**config.mk**
```make
export PLATFORM = sky130hd
export DESIGN_NAME = bm3_mean
export DESIGN_NICKNAME = d
export VERILOG_FILES = /design/src/rtl/bm3_pkg.sv /design/src/rtl/bm3_mean.sv
export SDC_FILE = /design/constraint.sdc
export NUM_CORES = 2
export LEC_CHECK = 0
export BUFFER_PORTS_ARGS = -buffer_cell sky130_fd_sc_hd__clkbuf_2
export CAP_MARGIN = 25
export CORE_MARGIN = 4
export CORE_UTILIZATION = 35
export CTS_CLUSTER_DIAMETER = 60
export DETAILED_ROUTE_END_ITERATION = 7
export PLACE_DENSITY = 0.6
export SLEW_MARGIN = 20
export SYNTH_ARGS = -nofsm -noshare
export SYNTH_HDL_FRONTEND = slang
export SYNTH_SLANG_ARGS = --single-unit
```
**constraint.sdc**
```tcl
create_clock -name clk -period 9.6 [get_ports clk]
set_input_delay 1.92 -clock clk [delete_from_list [all_inputs] [get_ports clk]]
set_output_delay 1.92 -clock clk [all_outputs]
set_load 0.01 [all_outputs]
```
**src/rtl/bm3_pkg.sv**
```systemverilog
// bm3_pkg: shared constants and types of the 3x3 box-mean smoother
// depends on nothing; used by bm3_if, bm3_ctrl, bm3_mean and the top level
`default_nettype none

package bm3_pkg;

    // fixed field widths of the channels
    localparam int CH_W        = 16;
    localparam int DIM_FIELD_W = 11;

    // defaults for the top-level parameters
    localparam int MAX_DIM_DEF      = 1024;
    localparam int CHANNEL_BITS_DEF = 16;

    // image size after reset
    localparam int DIM_RESET = 512;

    // divisor of the neighbourhood sum: 4, 6 or 9 pixels
    typedef enum logic [1:0] {
        DIV_BY4 = 2'd0,
        DIV_BY6 = 2'd1,
        DIV_BY9 = 2'd2
    } div_sel_t;

    // per-item control travelling from the position tracker to the mean pipe
    typedef struct packed {
        logic     has_res;    // this item completes one result
        logic     top_ok;     // top row of its column lies inside the image
        logic     use_left;   // left column counts toward the result
        logic     use_right;  // right column counts toward the result
        div_sel_t div_sel;
        logic     last;       // result is the final pixel of the image
    } item_ctl_t;

endpackage

`default_nettype wire

```
**src/rtl/bm3_mean.sv**
```systemverilog
// bm3_mean: column-sum window, neighbourhood sum and reciprocal divide,
// ending in the result register; depends on bm3_pkg
`default_nettype none

module bm3_mean #(
    parameter int CHANNEL_BITS = bm3_pkg::CHANNEL_BITS_DEF
) (
    input  wire logic                          clk,
    input  wire logic                          rst_n,
    input  wire logic                          advance,
    input  wire logic                          s1_valid,
    input  wire bm3_pkg::item_ctl_t            s1_ctl,
    input  wire logic [3*CHANNEL_BITS-1:0]     top_pix,
    input  wire logic [3*CHANNEL_BITS-1:0]     mid_pix,
    input  wire logic [3*CHANNEL_BITS-1:0]     bot_pix,
    output      logic                          out_valid,
    output      logic [bm3_pkg::CH_W-1:0]      out_red,
    output      logic [bm3_pkg::CH_W-1:0]      out_green,
    output      logic [bm3_pkg::CH_W-1:0]      out_blue,
    output      logic                          out_last
);

    localparam int CB     = CHANNEL_BITS;
    localparam int CS_W   = CB + 2;
    localparam int SUM_W  = CB + 4;
    localparam int SH     = SUM_W + 4;
    localparam int MUL_W  = SH;
    localparam int PROD_W = SUM_W + MUL_W;
    localparam logic [MUL_W-1:0] RECIP6 = MUL_W'(((64'd1 << SH) + 64'd5) / 64'd6);
    localparam logic [MUL_W-1:0] RECIP9 = MUL_W'(((64'd1 << SH) + 64'd8) / 64'd9);

    // window of column sums: [column 0 oldest .. 2 newest][channel]
    logic [CS_W-1:0]    win_reg [3][3];
    logic [CS_W-1:0]    col_new [3];
    logic               s2_valid_reg;
    bm3_pkg::item_ctl_t s2_ctl_reg;
    logic               s3_valid_reg;
    logic [SUM_W-1:0]   s3_sum_reg [3];
    bm3_pkg::div_sel_t  s3_div_reg;
    logic               s3_last_reg;
    logic               out_valid_reg;
    logic [CB-1:0]      out_mean_reg [3];
    logic               out_last_reg;
    logic [SUM_W-1:0]   sum_next [3];

    // truncated mean by shift or reciprocal multiply; exact for s < 2**SUM_W
    function automatic logic [CB-1:0] box_div(input logic [SUM_W-1:0] s,
                                              input bm3_pkg::div_sel_t sel);
        logic [MUL_W-1:0]  recip;
        logic [PROD_W-1:0] prod;
        recip = (sel == bm3_pkg::DIV_BY6) ? RECIP6 : RECIP9;
        prod  = PROD_W'(s) * PROD_W'(recip);
        case (sel)
            bm3_pkg::DIV_BY4: box_div = s[2 +: CB];
            default:          box_div = prod[SH +: CB];
        endcase
    endfunction

    always_comb
    begin
        for (int k = 0; k < 3; k++)
        begin
            col_new[k] = (s1_ctl.top_ok ? CS_W'(top_pix[k*CB +: CB]) : CS_W'(0))
                       + CS_W'(mid_pix[k*CB +: CB]) + CS_W'(bot_pix[k*CB +: CB]);
            sum_next[k] = SUM_W'(win_reg[1][k])
                        + (s2_ctl_reg.use_left  ? SUM_W'(win_reg[0][k]) : SUM_W'(0))
                        + (s2_ctl_reg.use_right ? SUM_W'(win_reg[2][k]) : SUM_W'(0));
        end
    end

    always_ff @(posedge clk or negedge rst_n)
    begin
        if (!rst_n)
        begin
            s2_valid_reg  <= 1'b0;
            s3_valid_reg  <= 1'b0;
            out_valid_reg <= 1'b0;
        end
        else if (advance)
        begin
            s2_valid_reg  <= s1_valid && s1_ctl.has_res;
            s3_valid_reg  <= s2_valid_reg;
            out_valid_reg <= s3_valid_reg;
        end
    end

    always_ff @(posedge clk)
    begin
        if (advance)
        begin
            if (s1_valid)
            begin
                for (int k = 0; k < 3; k++)
                begin
                    win_reg[0][k] <= win_reg[1][k];
                    win_reg[1][k] <= win_reg[2][k];
                    win_reg[2][k] <= col_new[k];
                end
            end
            s2_ctl_reg <= s1_ctl;
            for (int k = 0; k < 3; k++)
            begin
                s3_sum_reg[k]   <= sum_next[k];
                out_mean_reg[k] <= box_div(s3_sum_reg[k], s3_div_reg);
            end
            s3_div_reg   <= s2_ctl_reg.div_sel;
            s3_last_reg  <= s2_ctl_reg.last;
            out_last_reg <= s3_last_reg;
        end
    end

    assign out_valid = out_valid_reg;
    assign out_red   = bm3_pkg::CH_W'(out_mean_reg[0]);
    assign out_green = bm3_pkg::CH_W'(out_mean_reg[1]);
    assign out_blue  = bm3_pkg::CH_W'(out_mean_reg[2]);
    assign out_last  = out_last_reg;

endmodule

`default_nettype wire

```
======== Yosys cells after proc, flatten, opt, wreduce, memory -nomap -nowiden ========
Memories as Yosys holds them, arrays and structs flattened.
Index checks and enable logic that the tools add are counted.
cells by class
  multiplexer cells ....................... 21
  shifts and indexed selects .............. 0
  bitwise operators ....................... 0
  $mul .................................... 3
  divide/modulo/power cells ............... 0
  magnitude comparators ................... 0
  equal/unequal tests ..................... 1
  reduce and logical (&&, ||, !) cells .... 2
  $add $sub $neg .......................... 12
operators by type and width
  operator            number
  $mux 16             9
  $mux 18             6
  $mul 20x24->40      2
  $add 19x18->20      3
  $add 18x18->19      3
  $add 17x16->18      3
  $add 16x16->17      3
  $mul 20x22->40      1
  $mux 22             1
  $mux 1              5
  $eq 2x1->1 const B  1
  $logic_not 2->1     1
  $logic_and 1x1->1   1
word-level totals
  logic and storage cells ................. 52
  memory bits (writable) .................. 270
  memories kept ........................... 3
  register bits ........................... 12
  ROM bits ................................ 0
  input bits .............................. 155
  latch bits .............................. 0
  output and inout bits ................... 50
memory list
  name          words  width  read ports  clocked after memory_dff  write ports  RTL line        RTL
  win_reg       3      54     3           0                         3            bm3_mean.sv:33  logic [CS_W-1:0] win_reg [3][3];
  s3_sum_reg    3      20     3           0                         3            bm3_mean.sv:38  logic [SUM_W-1:0] s3_sum_reg [3];
  out_mean_reg  3      16     3           0                         3            bm3_mean.sv:42  logic [CB-1:0] out_mean_reg [3];

======== Logic depth before layout (Yosys ltp) ========
  depth after elaboration ................. 5
  mapped depth ............................ 31

======== Least setup slack after synthesis ========
Ideal clock, no wire load.
  kind .................................... reg-to-reg
  start point ............................. reg s3_div_reg[1]
  end point ............................... mem out_mean_reg[0][46] (netlist name), data pin
  stages on the path, launching flop included .. 29
  clock period less this slack ............ 7.904 ns
  arrival time ............................ 7.637 ns
  path slack .............................. 1.696 ns
  path through ............................ edfxtp_1 -> nor2b_1 -> buf_2 -> clkbuf_1 -> clkbuf_1 -> and2_1 -> inv_1 -> fa_1 -> fa_1 -> inv_1 -> fa_1 -> fa_1 -> fa_1 -> fa_1 -> inv_1 -> fa_1 -> inv_1 -> ha_1 -> o21ai_0 -> nor2_1 -> a221oi_2 -> nor2_1 -> a2111o_1 -> a221o_1 -> a41o_1 -> o41a_1 -> a21o_1 -> a211oi_2 -> o22ai_1
RTL lines
  what                    RTL line         RTL
  start, declared         bm3_mean.sv:39   bm3_pkg::div_sel_t s3_div_reg;
  start signal, assigned  bm3_mean.sv:106  s3_div_reg <= s2_ctl_reg.div_sel;
  end, declared           bm3_mean.sv:42

==> flow_summary.html <==
<table>
<tr><th>Metric</th><th>Value</th></tr>
<tr><th colspan="2">Status</th></tr>
<tr><td>Result of the run</td><td>complete, no violations</td></tr>
<tr><th colspan="2">Clock tree</th></tr>
<tr><td>CTS hold repair buffers</td><td>0</td></tr>
<tr><td>Clock sink total</td><td>282</td></tr>
<tr><td>Clk_lat worst skew</td><td>0.58 ns</td></tr>
<tr><td>Number of buffers created by CTS</td><td>40</td></tr>
<tr><td>Number of H-tree levels</td><td>2</td></tr>
<tr><td>Clock transition at the register clock pins on the worst setup and hold paths after CTS</td><td>approximately 0.050 ns</td></tr>
<tr><td>Post-CTS Setup Repair Bufs</td><td>0</td></tr>
<tr><td>Library cell used as clock root buffer</td><td>sky130_fd_sc_hd__clkbuf_16</td></tr>
<tr><td>CTS tree</td><td>built</td></tr>
<tr><td>Largest buffer count on any clock path</td><td>3</td></tr>
<tr><td># resized after CTS</td><td>0</td></tr>
<tr><th colspan="2">Timing</th></tr>
<tr><td>Setup repair after global routing missed its margin</td><td>no</td></tr>
<tr><td>Period utilization</td><td>89.45%</td></tr>
<tr><td>Shortest clock period the worst path allows after layout</td><td>8.587 ns</td></tr>
<tr><td>Worst hold slack</td><td>0.4173 ns</td></tr>
<tr><td>Final number of setup-violating endpoints</td><td>0</td></tr>
<tr><td>Tightest slew margin relative to the limit</td><td>39.53%</td></tr>
<tr><td>Final slew viol count</td><td>0</td></tr>
<tr><td>Aggregate negative setup slack</td><td>0 ns</td></tr>
<tr><td>Pin slew with the least headroom to its limit</td><td>roughly 0.91 ns</td></tr>
<tr><td>Endpoints failing hold</td><td>0</td></tr>
<tr><td>Final clock skew</td><td>0.02369 ns</td></tr>
<tr><td>Fmax achieved</td><td>116.5 MHz</td></tr>
<tr><th colspan="2">Route</th></tr>
<tr><td>Initial detailed-routing violation count</td><td>between 1k and 1.5k</td></tr>
<tr><td># DRC</td><td>0</td></tr>
<tr><td>Routed via count divided by cell count</td><td>about 4.6</td></tr>
<tr><td>Detail-routed net length per standard cell</td><td>around 16 µm</td></tr>
<tr><td>Routed wire length</td><td>around 94 mm</td></tr>
<tr><td>Vias after detailed routing</td><td>26.30k</td></tr>
<tr><td>Router iterations before antenna repair</td><td>5</td></tr>
<tr><td>Number of nets with antenna violations after routing</td><td>0</td></tr>
<tr><th colspan="2">Final layout</th></tr>
<tr><td>Layout overhead on the synthesized area</td><td>10.68%</td></tr>
<tr><td>Layout cells sized above 1</td><td>7.544%</td></tr>
<tr><td>N_diodes</td><td>0</td></tr>
<tr><td>Largest register FFs</td><td>162</td></tr>
<tr><td>Final Cell Area</td><td>45610 µm²</td></tr>
<tr><td>Final net count</td><td>roughly 5.7k</td></tr>
<tr><th colspan="2">Die</th></tr>
<tr><td>Horizontal die dimension</td><td>351.1 µm</td></tr>
<tr><td>Total Die Area</td><td>123300 µm²</td></tr>
<tr><td>Number of core rows</td><td>125</td></tr>
<tr><td>Height of the die</td><td>351.1 µm</td></tr>
<tr><td>Area of the core region</td><td>roughly 120000 µm²</td></tr>
<tr><td>Starting Density</td><td>35.37%</td></tr>
<tr><td>I/O pin count</td><td>between 200 and 250</td></tr>
<tr><th colspan="2">Critical path</th></tr>
<tr><td>Most prevalent standard cell on the critical path</td><td>sky130_fd_sc_hd__fa_1</td></tr>
<tr><td>Worst flop-to-flop path startpoint</td><td>s3_div_reg[1]$_DFFE_PP_</td></tr>
<tr><td>Endpoint type of the worst setup path</td><td>flop</td></tr>
<tr><td>Endpoint of the worst register-to-register path</td><td>out_mean_reg[0][12]$_DFFE_PP_</td></tr>
<tr><td>Total stage count of the critical path</td><td>26</td></tr>
<tr><td>CP startpoint</td><td>s3_div_reg[1]$_DFFE_PP_</td></tr>
<tr><td>Critical path buffers and inverters</td><td>5</td></tr>
<tr><td>Register-to-register setup slack</td><td>1.01 ns</td></tr>
<tr><td>Family with the most delay on the worst path</td><td>adder cells</td></tr>
<tr><td>Termination of the worst setup path</td><td>out_mean_reg[0][12]$_DFFE_PP_</td></tr>
<tr><td>Cell with the largest stage delay on the worst path</td><td>sky130_fd_sc_hd__fa_1</td></tr>
<tr><td>Critical Path RT</td><td>9.89 ns</td></tr>
<tr><td>Critical path start-end classification</td><td>reg2reg</td></tr>
<tr><td>Data arrival time of the worst path</td><td>8.88 ns</td></tr>
<tr><td>Launching element type of the critical path</td><td>flop</td></tr>
<tr><td>Worst reg-to-reg path cell count</td><td>26</td></tr>
<tr><td>Max stage delay on crit path</td><td>around 0.54 ns</td></tr>
<tr><td>Largest fanout on the critical path</td><td>21</td></tr>
<tr><th colspan="2">GRT</th></tr>
<tr><td>Global-route layer with the greatest usage</td><td>met2</td></tr>
<tr><td>Antenna violations before repair</td><td>1</td></tr>
<tr><td>Final global-route overflow total</td><td>0</td></tr>
<tr><td>Via count of the first global-routing pass</td><td>around 28k</td></tr>
<tr><td>Met1 Track Usage GR</td><td>22.36%</td></tr>
<tr><td>GRT met3 Usage</td><td>2.230%</td></tr>
<tr><td>First-pass GRT wire length</td><td>149.8 mm</td></tr>
<tr><td>All-layer global routing usage</td><td>15.47%</td></tr>
<tr><td>Maximum number of pins on one net before global-route repair</td><td>75</td></tr>
<tr><td>Met2 Usage GRT</td><td>around a quarter</td></tr>
<tr><th colspan="2">Yosys</th></tr>
<tr><td>Number of distinct standard cells referenced by the synthesized netlist</td><td>61</td></tr>
<tr><td>Area share of the leading cell type in the synthesized netlist</td><td>33.96%</td></tr>
<tr><td>Most used standard cells in the synthesized netlist</td><td>sky130_fd_sc_hd__inv_1 (1144), sky130_fd_sc_hd__fa_1 (699), sky130_fd_sc_hd__ha_1 (603), sky130_fd_sc_hd__edfxtp_1 (279), sky130_fd_sc_hd__nand2_1 (217)</td></tr>
<tr><td>Top flip-flop cell by instance count after synthesis</td><td>sky130_fd_sc_hd__edfxtp_1</td></tr>
<tr><td>Number of synthesized register bits</td><td>282</td></tr>
<tr><td>Sequential-to-total area share from yosys stat</td><td>20.51%</td></tr>
<tr><td>Synth warnings</td><td>0</td></tr>
<tr><td>Ranking of synthesized cells by area</td><td>sky130_fd_sc_hd__fa_1 (34%), sky130_fd_sc_hd__edfxtp_1 (20%), sky130_fd_sc_hd__ha_1 (18%)</td></tr>
<tr><td>Mapped Cells</td><td>3952</td></tr>
<tr><td>Cell accounting for the most synthesized area</td><td>sky130_fd_sc_hd__fa_1</td></tr>
<tr><td>Post-Syn Area</td><td>just over 40000 µm²</td></tr>
<tr><td>Share of synthesized flip-flops with an asynchronous set or reset</td><td>1.064%</td></tr>
<tr><td>Average cell area after synthesis</td><td>10.43 µm²</td></tr>
<tr><td>Number of enable flip-flop cells after synthesis</td><td>279</td></tr>
<tr><td>Dominant cell by count in the synthesized netlist</td><td>sky130_fd_sc_hd__inv_1</td></tr>
<tr><th colspan="2">Placed design</th></tr>
<tr><td>Post-DP HPWL</td><td>around 84 mm</td></tr>
<tr><td>Count of input and output buffers</td><td>roughly 200</td></tr>
<tr><td>Routability Congestion</td><td>0.8993</td></tr>
<tr><td>Cell area after placement</td><td>44270 µm²</td></tr>
<tr><th colspan="2">Min path</th></tr>
<tr><td>Depth of the worst hold-timing path</td><td>0</td></tr>
<tr><td>Hold path start</td><td>s2_ctl_reg[0]$_DFFE_PP_</td></tr>
<tr><td>Hold Path Class</td><td>reg2reg</td></tr>
<tr><th colspan="2">Run</th></tr>
<tr><td>Max-capacitance violation count</td><td>0</td></tr>
</table>
-- layout make-up --
type,count,area (µm²)
Sequential cell,282,8453
Inverter,1144,4294
Fill cell,11280,70910
Tap cell,1524,1907
Clock buffer,45,1041
Timing Repair Buffer,220,1147
Clock inverter,29,300.3
Multi-Input combinational cell,2522,28460
-- worst reg2reg max path, cell delays in order (launching register included) --
cell and delay (ns):
sky130_fd_sc_hd__edfxtp_1 0.48, sky130_fd_sc_hd__nand2b_2 0.49, sky130_fd_sc_hd__buf_4 0.35, sky130_fd_sc_hd__and2_1 0.21, sky130_fd_sc_hd__fa_1 0.45, sky130_fd_sc_hd__fa_1 0.50
sky130_fd_sc_hd__inv_1 0.05, sky130_fd_sc_hd__fa_1 0.54, sky130_fd_sc_hd__inv_1 0.08, sky130_fd_sc_hd__fa_1 0.47, sky130_fd_sc_hd__fa_1 0.46, sky130_fd_sc_hd__fa_1 0.53
sky130_fd_sc_hd__inv_1 0.06, sky130_fd_sc_hd__fa_1 0.49, sky130_fd_sc_hd__inv_1 0.05, sky130_fd_sc_hd__ha_1 0.29, sky130_fd_sc_hd__a21o_1 0.16, sky130_fd_sc_hd__a21o_1 0.17
sky130_fd_sc_hd__a221o_1 0.36, sky130_fd_sc_hd__a22oi_1 0.30, sky130_fd_sc_hd__a21oi_1 0.15, sky130_fd_sc_hd__o31ai_1 0.50, sky130_fd_sc_hd__a31oi_2 0.22, sky130_fd_sc_hd__o41ai_1 0.48
sky130_fd_sc_hd__o21ba_2 0.23, sky130_fd_sc_hd__xor2_1 0.15, sky130_fd_sc_hd__a21oi_1 0.08
-- worst min-delay path by stage --
stage / endpoint
2_1_floorplan: out_last$_DFFE_PP_
3_3_place_gp: out_last$_DFFE_PP_
3_5_place_dp: s3_last_reg$_DFFE_PP_
4_1_cts: s3_last_reg$_DFFE_PP_
5_1_grt: s3_last_reg$_DFFE_PP_
6_report: s3_last_reg$_DFFE_PP_
-- cells in the final DEF, fill, tap and decap left out, drive strengths merged, types with 5 or more instances in the layout --
cell,Yosys,routed
nand2b,15,15
conb,2,57
a211oi,11,11
ha,603,603
o31ai,13,13
o2111ai,6,6
clkinv,0,16
nor2,173,173
xnor2,100,100
o21ai,97,97
or2,20,20
inv,1144,1150
o211ai,8,8
fa,699,699
and4,5,5
nand3,23,23
a31oi,6,6
clkbuf,58,248
o211a,5,5
a21boi,22,22
nand4,11,11
a21o,35,35
and2,126,126
buf,1,17
edfxtp,279,279
nand2,217,217
nor2b,19,19
and3,8,8
a21oi,88,88
o21bai,5,5
or3,17,17
o31a,9,9
nor3,25,25
xor2,25,25
o21a,32,32
-- cells by family (layout without fill, tap and decap cells) --
logic type      after synthesis  in the layout  synth area share (%)
fa+ha+maj                  1302           1302                 52.27
buf+inv                    1203           1438                 10.96
simple gates                670            670                 7.737
compound gates              365            365                 5.766
flops                       282            282                 20.51
xor+xnor                    125            125                 2.657
mux                           3              3               0.07894
other cells                   2             57               0.01823
-- per-layer routing --
layer / share of wire [%] / wire (µm)
met3: 5.4 / 5068
met5: 0 / 0
met2: 45 / 42510
met1: 47 / 44650
met4: 2.0 / 1839
-- metrics by stage --
step	worst slack, ns	instances	utilization [%]
after detailed placement	1.027	5692	37.99
after floorplan	1.696	4007	-
after CTS	1.002	5766	39.14
after global placement	1.151	5692	37.99
final	1.013	5766	39.14
after global routing	0.4955	5766	39.14
Power is not shown: default switching activity piles up to over one toggle a cycle in this logic, so the estimate is an artifact.
