==> src/rtl/bm3_pkg.sv <==
// bm3_pkg: shared constants and types of the 3x3 box-mean smoother
// depends on nothing; used by bm3_if, bm3_ctrl, bm3_mean and the top level
`default_nettype none

package bm3_pkg;

    // fixed field widths of the channels
    localparam int CH_W        = 16;
    localparam int DIM_FIELD_W = 11;

    // defaults for the top-level parameters
    localparam int MAX_DIM_DEF      = 1024;
    localparam int CHANNEL_BITS_DEF = 16;

    // image size after reset
    localparam int DIM_RESET = 512;

    // divisor of the neighbourhood sum: 4, 6 or 9 pixels
    typedef enum logic [1:0] {
        DIV_BY4 = 2'd0,
        DIV_BY6 = 2'd1,
        DIV_BY9 = 2'd2
    } div_sel_t;

    // per-item control travelling from the position tracker to the mean pipe
    typedef struct packed {
        logic     has_res;    // this item completes one result
        logic     top_ok;     // top row of its column lies inside the image
        logic     use_left;   // left column counts toward the result
        logic     use_right;  // right column counts toward the result
        div_sel_t div_sel;
        logic     last;       // result is the final pixel of the image
    } item_ctl_t;

endpackage

`default_nettype wire

==> src/rtl/bm3_ctrl.sv <==
// bm3_ctrl: image size register, raster position of the next item, and the
// first pipeline stage holding each accepted item; depends on bm3_pkg
`default_nettype none

module bm3_ctrl #(
    parameter int MAX_DIM      = bm3_pkg::MAX_DIM_DEF,
    parameter int CHANNEL_BITS = bm3_pkg::CHANNEL_BITS_DEF
) (
    input  wire logic                              clk,
    input  wire logic                              rst_n,
    input  wire logic                              cfg_valid,
    input  wire logic [bm3_pkg::DIM_FIELD_W-1:0]   cfg_data,
    input  wire logic                              in_valid,
    input  wire logic                              in_action,
    input  wire logic [3*CHANNEL_BITS-1:0]         in_pix,
    input  wire logic                              advance,
    output      logic                              rd_en,
    output      logic [$clog2(MAX_DIM)-1:0]        rd_addr,
    output      logic                              s1_valid,
    output      bm3_pkg::item_ctl_t                s1_ctl,
    output      logic [$clog2(MAX_DIM)-1:0]        s1_addr,
    output      logic [3*CHANNEL_BITS-1:0]         s1_pix
);

    localparam int COL_W    = $clog2(MAX_DIM);
    localparam int DIM_W    = $clog2(MAX_DIM + 1);
    localparam int ROW_W    = $clog2(MAX_DIM + 2);
    localparam int PIX_W    = 3 * CHANNEL_BITS;
    localparam int DIM_INIT = (bm3_pkg::DIM_RESET > MAX_DIM) ? MAX_DIM : bm3_pkg::DIM_RESET;

    logic [DIM_W-1:0]   dim_reg;
    logic [ROW_W-1:0]   row_reg;
    logic [COL_W-1:0]   col_reg;
    logic               s1_valid_reg;
    bm3_pkg::item_ctl_t s1_ctl_reg;
    logic [COL_W-1:0]   s1_addr_reg;
    logic [PIX_W-1:0]   s1_pix_reg;

    logic               accept;
    logic               flushing;
    logic               keep;
    logic               col_first;
    logic               col_wrap;
    logic               rows3;
    logic               cols3;
    logic [ROW_W-1:0]   dim_x;
    logic [ROW_W-1:0]   col_x;
    logic [ROW_W-1:0]   col_plus;
    bm3_pkg::item_ctl_t ctl_next;

    assign accept    = in_valid && advance;
    assign dim_x     = ROW_W'(dim_reg);
    assign col_x     = ROW_W'(col_reg);
    assign col_plus  = col_x + ROW_W'(1);
    assign flushing  = (row_reg >= dim_x);
    // a flush tick is dropped until every pixel of the image is in
    assign keep      = !(in_action && !flushing);
    assign col_first = (col_reg == '0);
    assign col_wrap  = (col_plus >= dim_x);

    always_comb
    begin
        ctl_next = '0;
        if (col_first)
        begin
            // result is the last pixel of the row two above
            ctl_next.has_res   = (row_reg >= ROW_W'(2));
            rows3              = (row_reg >= ROW_W'(3)) && (row_reg <= dim_x);
            cols3              = 1'b0;
            ctl_next.use_left  = 1'b1;
            ctl_next.use_right = 1'b0;
        end
        else
        begin
            ctl_next.has_res   = (row_reg >= ROW_W'(1));
            rows3              = (row_reg >= ROW_W'(2)) && (row_reg < dim_x);
            cols3              = (col_x >= ROW_W'(2));
            ctl_next.use_left  = cols3;
            ctl_next.use_right = 1'b1;
        end
        ctl_next.top_ok = (row_reg >= ROW_W'(2));
        ctl_next.last   = col_first && (row_reg == dim_x + ROW_W'(1));
        if (rows3 && cols3)
        begin
            ctl_next.div_sel = bm3_pkg::DIV_BY9;
        end
        else if (rows3 || cols3)
        begin
            ctl_next.div_sel = bm3_pkg::DIV_BY6;
        end
        else
        begin
            ctl_next.div_sel = bm3_pkg::DIV_BY4;
        end
    end

    always_ff @(posedge clk or negedge rst_n)
    begin
        if (!rst_n)
        begin
            dim_reg <= DIM_W'(DIM_INIT);
            row_reg <= '0;
            col_reg <= '0;
        end
        else if (cfg_valid)
        begin
            if (cfg_data < bm3_pkg::DIM_FIELD_W'(2))
            begin
                dim_reg <= DIM_W'(2);
            end
            else if (32'(cfg_data) > 32'(MAX_DIM))
            begin
                dim_reg <= DIM_W'(MAX_DIM);
            end
            else
            begin
                dim_reg <= DIM_W'(cfg_data);
            end
            row_reg <= '0;
            col_reg <= '0;
        end
        else if (accept && keep)
        begin
            if (ctl_next.last)
            begin
                row_reg <= '0;
                col_reg <= '0;
            end
            else if (col_wrap)
            begin
                row_reg <= row_reg + ROW_W'(1);
                col_reg <= '0;
            end
            else
            begin
                col_reg <= col_reg + COL_W'(1);
            end
        end
    end

    always_ff @(posedge clk or negedge rst_n)
    begin
        if (!rst_n)
        begin
            s1_valid_reg <= 1'b0;
        end
        else if (advance)
        begin
            s1_valid_reg <= accept && keep;
        end
    end

    always_ff @(posedge clk)
    begin
        if (advance)
        begin
            s1_ctl_reg  <= ctl_next;
            s1_addr_reg <= col_reg;
            // flush rows bring zeros as the bottom row
            s1_pix_reg  <= flushing ? '0 : in_pix;
        end
    end

    assign rd_en    = accept;
    assign rd_addr  = col_reg;
    assign s1_valid = s1_valid_reg;
    assign s1_ctl   = s1_ctl_reg;
    assign s1_addr  = s1_addr_reg;
    assign s1_pix   = s1_pix_reg;

endmodule

`default_nettype wire

==> config.mk <==
export PLATFORM = sky130hd
export DESIGN_NAME = bm3_ctrl
export DESIGN_NICKNAME = d
export VERILOG_FILES = /design/src/rtl/bm3_pkg.sv /design/src/rtl/bm3_ctrl.sv
export SDC_FILE = /design/constraint.sdc
export NUM_CORES = 1
export LEC_CHECK = 0
export BUFFER_PORTS_ARGS = -buffer_cell sky130_fd_sc_hd__clkbuf_2
export CORE_MARGIN = 3
export CORE_UTILIZATION = 35
export DETAILED_ROUTE_END_ITERATION = 7
export SYNTH_ARGS = -nofsm -noshare
export SYNTH_HDL_FRONTEND = slang
export SYNTH_SLANG_ARGS = --single-unit
==> constraint.sdc <==
create_clock -name clk -period 3.2 [get_ports clk]
set_input_delay 0.16 -clock clk [delete_from_list [all_inputs] [get_ports clk]]
set_output_delay 0.16 -clock clk [all_outputs]
set_load 0.03 [all_outputs]
# == Yosys cells after proc, flatten, opt, wreduce, memory -nomap -nowiden ==
# Cells that the tools add are included.
# totals
reg_bits,98
input_bits,65
output_inout_bits,77
wordCells,56
# op_classes
addsub,4
n_lt_le_gt_ge,10
eq_ne,1
n_mux,15
reduce_logical,14
# op_table
operator,n
11-bit two-way mux,6
10-bit two-way mux,4
"11-bit by 1-bit adder with 11-bit output, second input constant",2
11-bit greater-or-equal comparator,2
"11-bit by 2-bit greater-or-equal comparator with 1-bit output, second input constant",2
"10-bit by 1-bit adder with 11-bit output, second input constant",1
11-bit equality test,1
"11-bit by 1-bit greater-or-equal comparator with 1-bit output, second input constant",1
"11-bit > comparator, second input constant",1
11-bit less-or-equal comparator,1
11-bit less-than comparator,1
"11-bit by 2-bit less-than comparator with 1-bit output, second input constant",1
"10-bit by 1-bit adder with 10-bit output, second input constant",1
"10-bit by 2-bit greater-or-equal comparator with 1-bit output, second input constant",1
10-bit zero test,1
1-bit logical AND,7
1-bit two-way mux,5
3-bit nonzero test,1
1-bit zero test,2
2-bit AND reduction,1
2-bit nonzero test,1
1-bit logical OR,1

# == Longest topological paths before layout ==
# Gate-level depths: netlist (run 1).
# logic_depth
depth_word,7
depth_mapped,15
mapped_depth_nobuf,13

# == Worst setup path after synthesis (run 1) ==
# OpenSTA, ideal clock, no wires.
# synth_timing
path_kind,reg2reg
from,register col_reg[1] (netlist: rd_addr[1])
to,register row_reg[6]
setup_ns,0.129
arrival_ns,3.172
required_ns,3.071
slack_ns,-0.102
path_stages_with_launch,16
path_buffers,2
synth_period_minus_slack_ns,3.302
path_cell_list,dfrtp_1 > ha_1 > nand3_1 > inv_1 > nand3_1 > nor2_1 > xor2_1 > ha_1 > and4_1 > nand4_1 > a32o_1 > clkbuf_1 > buf_1 > nor3_1 > o21ai_0 > nand3_1
# synth_via
elab_chain_len,5
word_cells_on_any_way,9
cone_classes,add/sub (1); order compare (1); mux (3); reduce/logical (4)
# synth_lines
element,line_no,text
"start, declared",bm3_ctrl.sv:33,logic [COL_W-1:0] col_reg;
"start signal, assigned",bm3_ctrl.sv:136,col_reg <= col_reg + COL_W'(1);
"parallel branches: the longest is 5 deep, another holds 10-bit by 1-bit adder with 11-bit output",n/a,
"end signal, assigned",bm3_ctrl.sv:131,row_reg <= row_reg + ROW_W'(1);
"end, declared",bm3_ctrl.sv:32,logic [ROW_W-1:0] row_reg;
# Parallel ways; which one is timed is not known. The select of a mux whose other input is x is not followed.
# A chain may end at the register's enable or synchronous reset.

# == Worst setup path in the final report (run 1) ==
# layout_timing
from,register col_reg[0] (netlist: rd_addr[0])
to,register col_reg[4] (netlist: rd_addr[4])
# layout_via
elab_chain_len,6
word_cells_on_any_way,9
cone_classes,add/sub (2); order compare (1); mux (4); reduce/logical (2)
# layout_lines
element,line_no,text
10-bit by 1-bit adder with 11-bit output,bm3_ctrl.sv:54,assign col_plus = col_x + ROW_W'(1);
11-bit greater-or-equal comparator,bm3_ctrl.sv:59,assign col_wrap = (col_plus >= dim_x);
10-bit two-way mux,bm3_ctrl.sv:129,else if (col_wrap)
10-bit two-way mux (*),bm3_ctrl.sv:124,if (ctl_next.last)
10-bit two-way mux (*),bm3_ctrl.sv:122,else if (accept && keep)
10-bit two-way mux (*),bm3_ctrl.sv:105,else if (cfg_valid)
# Every way passes the cells marked *; elsewhere a longest branch is shown, timed or not. The select of a mux whose other input is x is not followed.

==> results of run 1 <==
## layout make-up
cell class | instances | area (um^2)
clock inverters | 7 | 81.3
well taps | 184 | 230
multi-input cells | 359 | 2380
clock buffers | 9 | 225
flip-flops and latches | 98 | 2780
repair buffers | 162 | 866
inverters | 21 | 78.8
fillers | 1377 | 8060
## worst min-delay path: stages
cell      delay, ns
clkbuf_2       0.09
nand2_1        0.04
o21ai_0        0.06
## power by group through the flow
stage / registers (mW) / clock network, mW / logic (mW)
after floorplan: 1.71 / 0 / 0.301
after global placement: 1.55 / 0 / 0.696
after detailed placement: 1.56 / 0 / 0.709
after CTS: 1.53 / 1.16 / 0.714
after global routing: 1.54 / 1.20 / 0.789
final: 1.53 / 1.12 / 0.716
## per-stage QoR
step	total power, mW	utilization, %	setup slack (ns)
floorplan	2.01	-	0.0334
global placement	2.25	42.8	0.150
detailed placement	2.27	42.8	0.00687
CTS	3.41	45.0	0.0109
global route	3.53	45.2	0.0245
finish	3.37	45.2	0.226
## timing repair
| action | 4_1_cts | 5_1_grt |
|---|---|---|
| gates resized for setup | 1 | 4 |
| pin swaps | 0 | 2 |
| endpoints found under the hold margin | 32 | 0 |
| gates cloned | 0 | 1 |
| setup endpoints to repair | 1 | 17 |
| hold buffers | 1 | 0 |
| buffers inserted | 0 | 1 |
## metal layers
metal / share of wire (%) / track usage, % / vias to the layer above
met5: 0 / 0 / -
met4: 2.7 / 6.17 / 0
met3: 7.9 / 4.37 / 26
met2: 46 / 26.3 / 197
met1: 43 / 21.1 / 2082
li1: - / - / 2144
## worst max-delay path by stage
stage,startpoint,endpoint,slack [ns],cells past startpoint
6_report,rd_addr[0]$_DFFE_PN0P_,rd_addr[4]$_DFFE_PN0P_,0.23,13
5_1_grt,rd_addr[1]$_DFFE_PN0P_,rd_addr[4]$_DFFE_PN0P_,0.02,11
4_1_cts,rd_addr[0]$_DFFE_PN0P_,rd_addr[4]$_DFFE_PN0P_,0.01,13
3_3_place_gp,dim_reg[2]$_DFFE_PN0P_,s1_pix[30]$_SDFFCE_PP0P_,0.15,8
2_1_floorplan,rd_addr[1]$_DFFE_PN0P_,row_reg[6]$_DFFE_PN0P_,0.03,15
3_5_place_dp,dim_reg[2]$_DFFE_PN0P_,s1_pix[18]$_SDFFCE_PP0P_,0.007,8
## synthesized netlist by cell type (all sizes together) (3+ instances only)
cell type	number
and3	9
o21ai	31
nor2b	5
o31ai	3
nand2b	4
o311a	3
or3	9
a211oi	3
inv	20
nand3b	5
dfrtp	32
o211ai	3
ha	29
a21oi	15
nor2	18
a22oi	3
or4	6
xor2	6
nor3	15
nor4	6
nand2	40
nand4b	3
a31oi	3
buf	8
and2	51
and4	5
edfxtp	65
xnor2	12
nand4	14
nand3	30
clkbuf	21
## cell families after synthesis
family	synth area share, %
AOI/OAI and AO/OA	10.4
xor gates and xnor gates	2.96
and+or+nand+nor	23.8
buffers and inverters	3.92
adders and majority gates	6.80
DFF	52.1
==> flow_summary.json, run 1 <==
{
  "antenna_found_initial": 0,
  "ir_worst_vdd_uv": 277,
  "synth_edf_count": 65,
  "synth_seq_cells": 98,
  "status": "finished clean",
  "clk_transition_reported_paths_ns": 0.07,
  "rr_endpoint": "rd_addr[4]$_DFFE_PN0P_",
  "ff2ff_path_depth": 13,
  "power_frac_clock_pct": 33.3,
  "hold_violations": 0,
  "synthFlopType": "edfxtp_1",
  "synth_warnings": 0,
  "stdcell_count": 840,
  "syn_to_final_growth_pct": 24.5,
  "diodes": 0,
  "die_y_um": 129,
  "drt_iter0_markers": 252,
  "wl_per_cell_um": 16.7,
  "cp.buffers_inverters": 1,
  "clockRootBuffer": "clkbuf_16",
  "clock_latency_ns": 0.36,
  "ys_seq_area_share_pct": 52.1,
  "fmax_ghz": 0.336,
  "worstPathRequired_ns": 3.47,
  "yosysUniqueCellTypes": 61,
  "internal_power_mw": 2.35,
  "tritoncts": "yes",
  "die_area_um2": 16800,
  "gp_congestion": 0.894,
  "clockBufferDepth": 2,
  "final_common_cell": "clkbuf_2",
  "placedCellCount": 821,
  "worstMarginPinSlew_ns": 0.865,
  "critPathSlowestCell": "or4_1",
  "hold-worst-slack_ns": 0.0354,
  "slew_headroom_pct": 42.3,
  "synthCells": 506,
  "yosys.area.top_type_share_pct": 36.6,
  "groute.usage.overall_pct": 16.3,
  "largest_register_ffs": 48,
  "ios": 142,
  "switching_share_pct": 30.3,
  "critPathCaptureType": "flop",
  "final_area_um2": 6640,
  "finalSetupViolations": 0,
  "cts.sinks": 98,
  "via_per_inst": 5.30,
  "async_flop_share_pct": 33.7,
  "hold-path-endpoint": "dim_reg[3]$_DFFE_PN0P_",
  "crit_chain": "ha_2 > nand3_2 > inv_1 > nand3_2 > nor2_1 > xor2_1 > ha_1 > and4_1 > nand4_1 > a32o_1 > nand2b_1 > or4_1 > o211ai_1",
  "total_leakage_power_nw": 2.87,
  "post-route-min-period_ns": 2.97,
  "min_path_type": "in2reg",
  "rrSetupSlack_ns": 0.23,
  "remaining_drc_errors": 0,
  "layout_common_cells": "140 x clkbuf_2, 65 x edfxtp_1, 51 x and2_1, 40 x nand2_1",
  "synthesis.nets": 600,
  "io_buffers": 141,
  "switchingPower_mw": 1.02,
  "crit_fanout": 5,
  "cts_htree_levels": 3,
  "cp-start-kind": "flop",
  "die-width_um": 129,
  "cts_made_buffers": 9,
  "reg2reg_from": "rd_addr[0]$_DFFE_PN0P_",
  "core_um2": 14700,
  "power_density_nw_per_um2": 507,
  "initial_core_util_pct": 36.3,
  "fp-row-count": 44,
  "seqPwrFrac_pct": 45.5,
  "yosys-top-cells-area": "edfxtp_1 37%, dfrtp_1 15%, ha_1 6.8%",
  "finalMaxSlewViolations": 0,
  "critical_path_class": "reg2reg",
  "drt-total-wl_mm": 14.0,
  "drive_gt1_share_pct": 29.6,
  "nNetsFinal": 745,
  "maxCapViolCount": 0,
  "fin_crit_sh_pct": 92.9,
  "arrival_ns": 3.24,
  "dr.pass1.iters": 4,
  "max_stage_delay_ns": 0.41,
  "cp_common_cell": "nand3_2",
  "grt_pass1_vias": 4247,
  "avgSynthCellArea_um2": 10.5,
  "fin_setup_tns_ns": 0,
  "synth_top_area_cell": "edfxtp_1",
  "ant_nets": 0,
  "place_area_um2": 6290,
  "fin_skew_ns": 0.00806,
  "min-delay-start": "cfg_data[3]",
  "dp_hpwl_mm": 10.2,
  "overflow": 0,
  "vias": 4449,
  "hold_depth": 3,
  "grt_pass1_wl_mm": 21.4,
  "syn_area_um2": 5330,
  "pwr-share-comb_pct": 21.3,
  "critPathTopFamily": "simple AND/OR/NAND/NOR gates",
  "rsz0062_at_grt": "no",
  "grt_max_degree": 56
}
Note: power is estimated with default switching activity, not from simulation.
==> run 2, diff against run 1 <==
clock period = 3.6 ns   (was 3.2 ns; I/O delays follow)
==> run 2 against run 1 <==
Effect of this change: register-to-register slack improved by 0.11 ns; sequential cell count is the same; cell count fell by 0.95%; fmax is 8.8% lower; die area unchanged; sequential share of layout area grew 0.44 points; routed wire length up 0.65%; critical path depth did not move; non-clock buffer count down 7; clock skew grew 0.0022 ns; count of clock-buffer cells in the layout unchanged; largest cell class unchanged; highest routed layer unchanged.
==> flow_summary.json, run 2 (same netlist as run 1, synthesis figures left out) <==
{
  "drive_gt1_share_pct": 28.1,
  "syn_to_final_growth_pct": 23.2,
  "arrival_ns": 3.54,
  "die_y_um": 129,
  "post-route-min-period_ns": 3.26,
  "slew_headroom_pct": 41.0,
  "diodes": 0,
  "dr.pass1.iters": 4,
  "drt-total-wl_mm": 14.1,
  "max_stage_delay_ns": 0.50,
  "crit_chain": "ha_1 > nand3_1 > inv_1 > nand3_1 > nor2_1 > xor2_1 > ha_1 > and4_1 > nand4_1 > a32o_1 > buf_4 > or4_1 > o21ai_0",
  "cts.sinks": 98,
  "critPathSlowestCell": "or4_1",
  "largest_register_ffs": 48,
  "rrSetupSlack_ns": 0.34,
  "cts_made_buffers": 9,
  "nNetsFinal": 737,
  "groute.usage.overall_pct": 16.6,
  "fin_crit_sh_pct": 90.6,
  "critPathTopFamily": "simple AND/OR/NAND/NOR gates",
  "final-seq-area_um2": 2780,
  "finalSetupViolations": 0,
  "via_per_inst": 5.29,
  "fin_skew_ns": 0.0103,
  "clockRootBuffer": "clkbuf_16",
  "layout_common_cells": "140 x clkbuf_2, 65 x edfxtp_1, 51 x and2_1, 40 x nand2_1, 31 x dfrtp_1",
  "vias": 4405,
  "finalMaxSlewViolations": 0,
  "remaining_drc_errors": 0,
  "cp.buffers_inverters": 2,
  "die-width_um": 129,
  "tritoncts": "yes",
  "fp-row-count": 44,
  "min_path_type": "in2reg",
  "worstPathRequired_ns": 3.87,
  "cp-start-kind": "flop",
  "clock_latency_ns": 0.36,
  "drt_iter0_markers": 174,
  "ir_worst_vdd_uv": 241,
  "multi_input_area_um2": 2350,
  "maxCapViolCount": 0,
  "final.fill_count": 1358,
  "cts_htree_levels": 3,
  "grt_pass1_wl_mm": 21.6,
  "ant_nets": 0,
  "final_common_cell": "clkbuf_2",
  "hold_violations": 0,
  "ios": 142,
  "die_area_um2": 16800,
  "clk_transition_reported_paths_ns": 0.08,
  "clockBufferDepth": 2,
  "critical_path_class": "reg2reg",
  "critPathCaptureType": "flop",
  "grt_pass1_vias": 4106,
  "setup_slack_ns": 0.339,
  "power_density_nw_per_um2": 458,
  "overflow": 0,
  "pre_cts_slack_ns": 0.273,
  "hold-worst-slack_ns": 0.0496,
  "rsz0062_at_grt": "no",
  "total_leakage_power_nw": 2.84,
  "antenna_found_initial": 0,
  "crit_fanout": 22,
  "grt_max_degree": 54,
  "core_um2": 14700,
  "gp_congestion": 0.881,
  "wl_per_cell_um": 17.0,
  "status": "finished clean",
  "cts_setup_buffers": 0,
  "initial_core_util_pct": 36.3,
  "fin_setup_tns_ns": 0,
  "io_buffers": 141,
  "fmax_ghz": 0.307,
  "dp_hpwl_mm": 10.3,
  "worstMarginPinSlew_ns": 0.885
}
-- run 2: final timing paths --
kind	start	endpoint	cells after the start
hold / removal	cfg_data[7]	dim_reg[7]$_DFFE_PN0P_	3
hold reg to reg	s1_valid$_DFFE_PN0P_	s1_valid$_DFFE_PN0P_	2
max in group asynchronous	rst_n	rd_addr[0]$_DFFE_PN0P_	2
setup reg to reg	rd_addr[0]$_DFFE_PN0P_	row_reg[10]$_DFFE_PN0P_	13
min in group asynchronous	rst_n	s1_valid$_DFFE_PN0P_	2
setup / recovery	rd_addr[0]$_DFFE_PN0P_	row_reg[10]$_DFFE_PN0P_	13
-- run 2: through the flow --
stage	utilization, %	total power, mW	cell area (um^2)	cells
final	44.7	3.01	6570	832
after global routing	44.7	3.16	6570	832
after CTS	44.7	3.05	6570	832
after detailed placement	42.4	2.00	6240	815
after global placement	42.4	1.99	6240	815
after floorplan	-	1.79	5330	506
-- run 2: worst reg2reg max path, stage by stage (launching register included) --
cell and delay (ns):
dfrtp_2 0.44, ha_1 0.25, nand3_1 0.19, inv_1 0.10
nand3_1 0.16, nor2_1 0.18, xor2_1 0.10, ha_1 0.30
and4_1 0.18, nand4_1 0.12, a32o_1 0.26, buf_4 0.21
or4_1 0.51, o21ai_0 0.18
-- run 2: area by class of cell --
class | count | share of cell area (%)
clock buffers | 9 | 3.43
clock inverters | 7 | 1.41
inverters | 21 | 1.20
multi-input cells | 358 | 35.7
flip-flops and latches | 98 | 42.3
well taps | 184 | 3.51
repair buffers | 155 | 12.4
-- run 2: report_power, final --
group,internal (mW),leakage [nW],switching [mW]
clock network,0.559,0.156,0.474
registers,1.31,1.09,0.0569
logic,0.210,1.60,0.399
total,2.08,2.84,0.930
-- run 2: metal layers --
metal | part of all wire, % | up-vias | GRT usage (%) | wire length, um
met2 | 44 | 201 | 26.0 | 6280
met4 | 2.7 | 0 | 6.60 | 377
met5 | 0 | - | 0 | 0
li1 | - | 2134 | - | -
met3 | 9.3 | 29 | 5.07 | 1310
met1 | 44 | 2041 | 21.6 | 6160
-- run 2: timing repair --
action                                 4_1_cts  5_1_grt
hold buffers                                 1        0
resized for setup                            0        1
setup endpoints to repair                    0        1
endpoints found under the hold margin       32        0
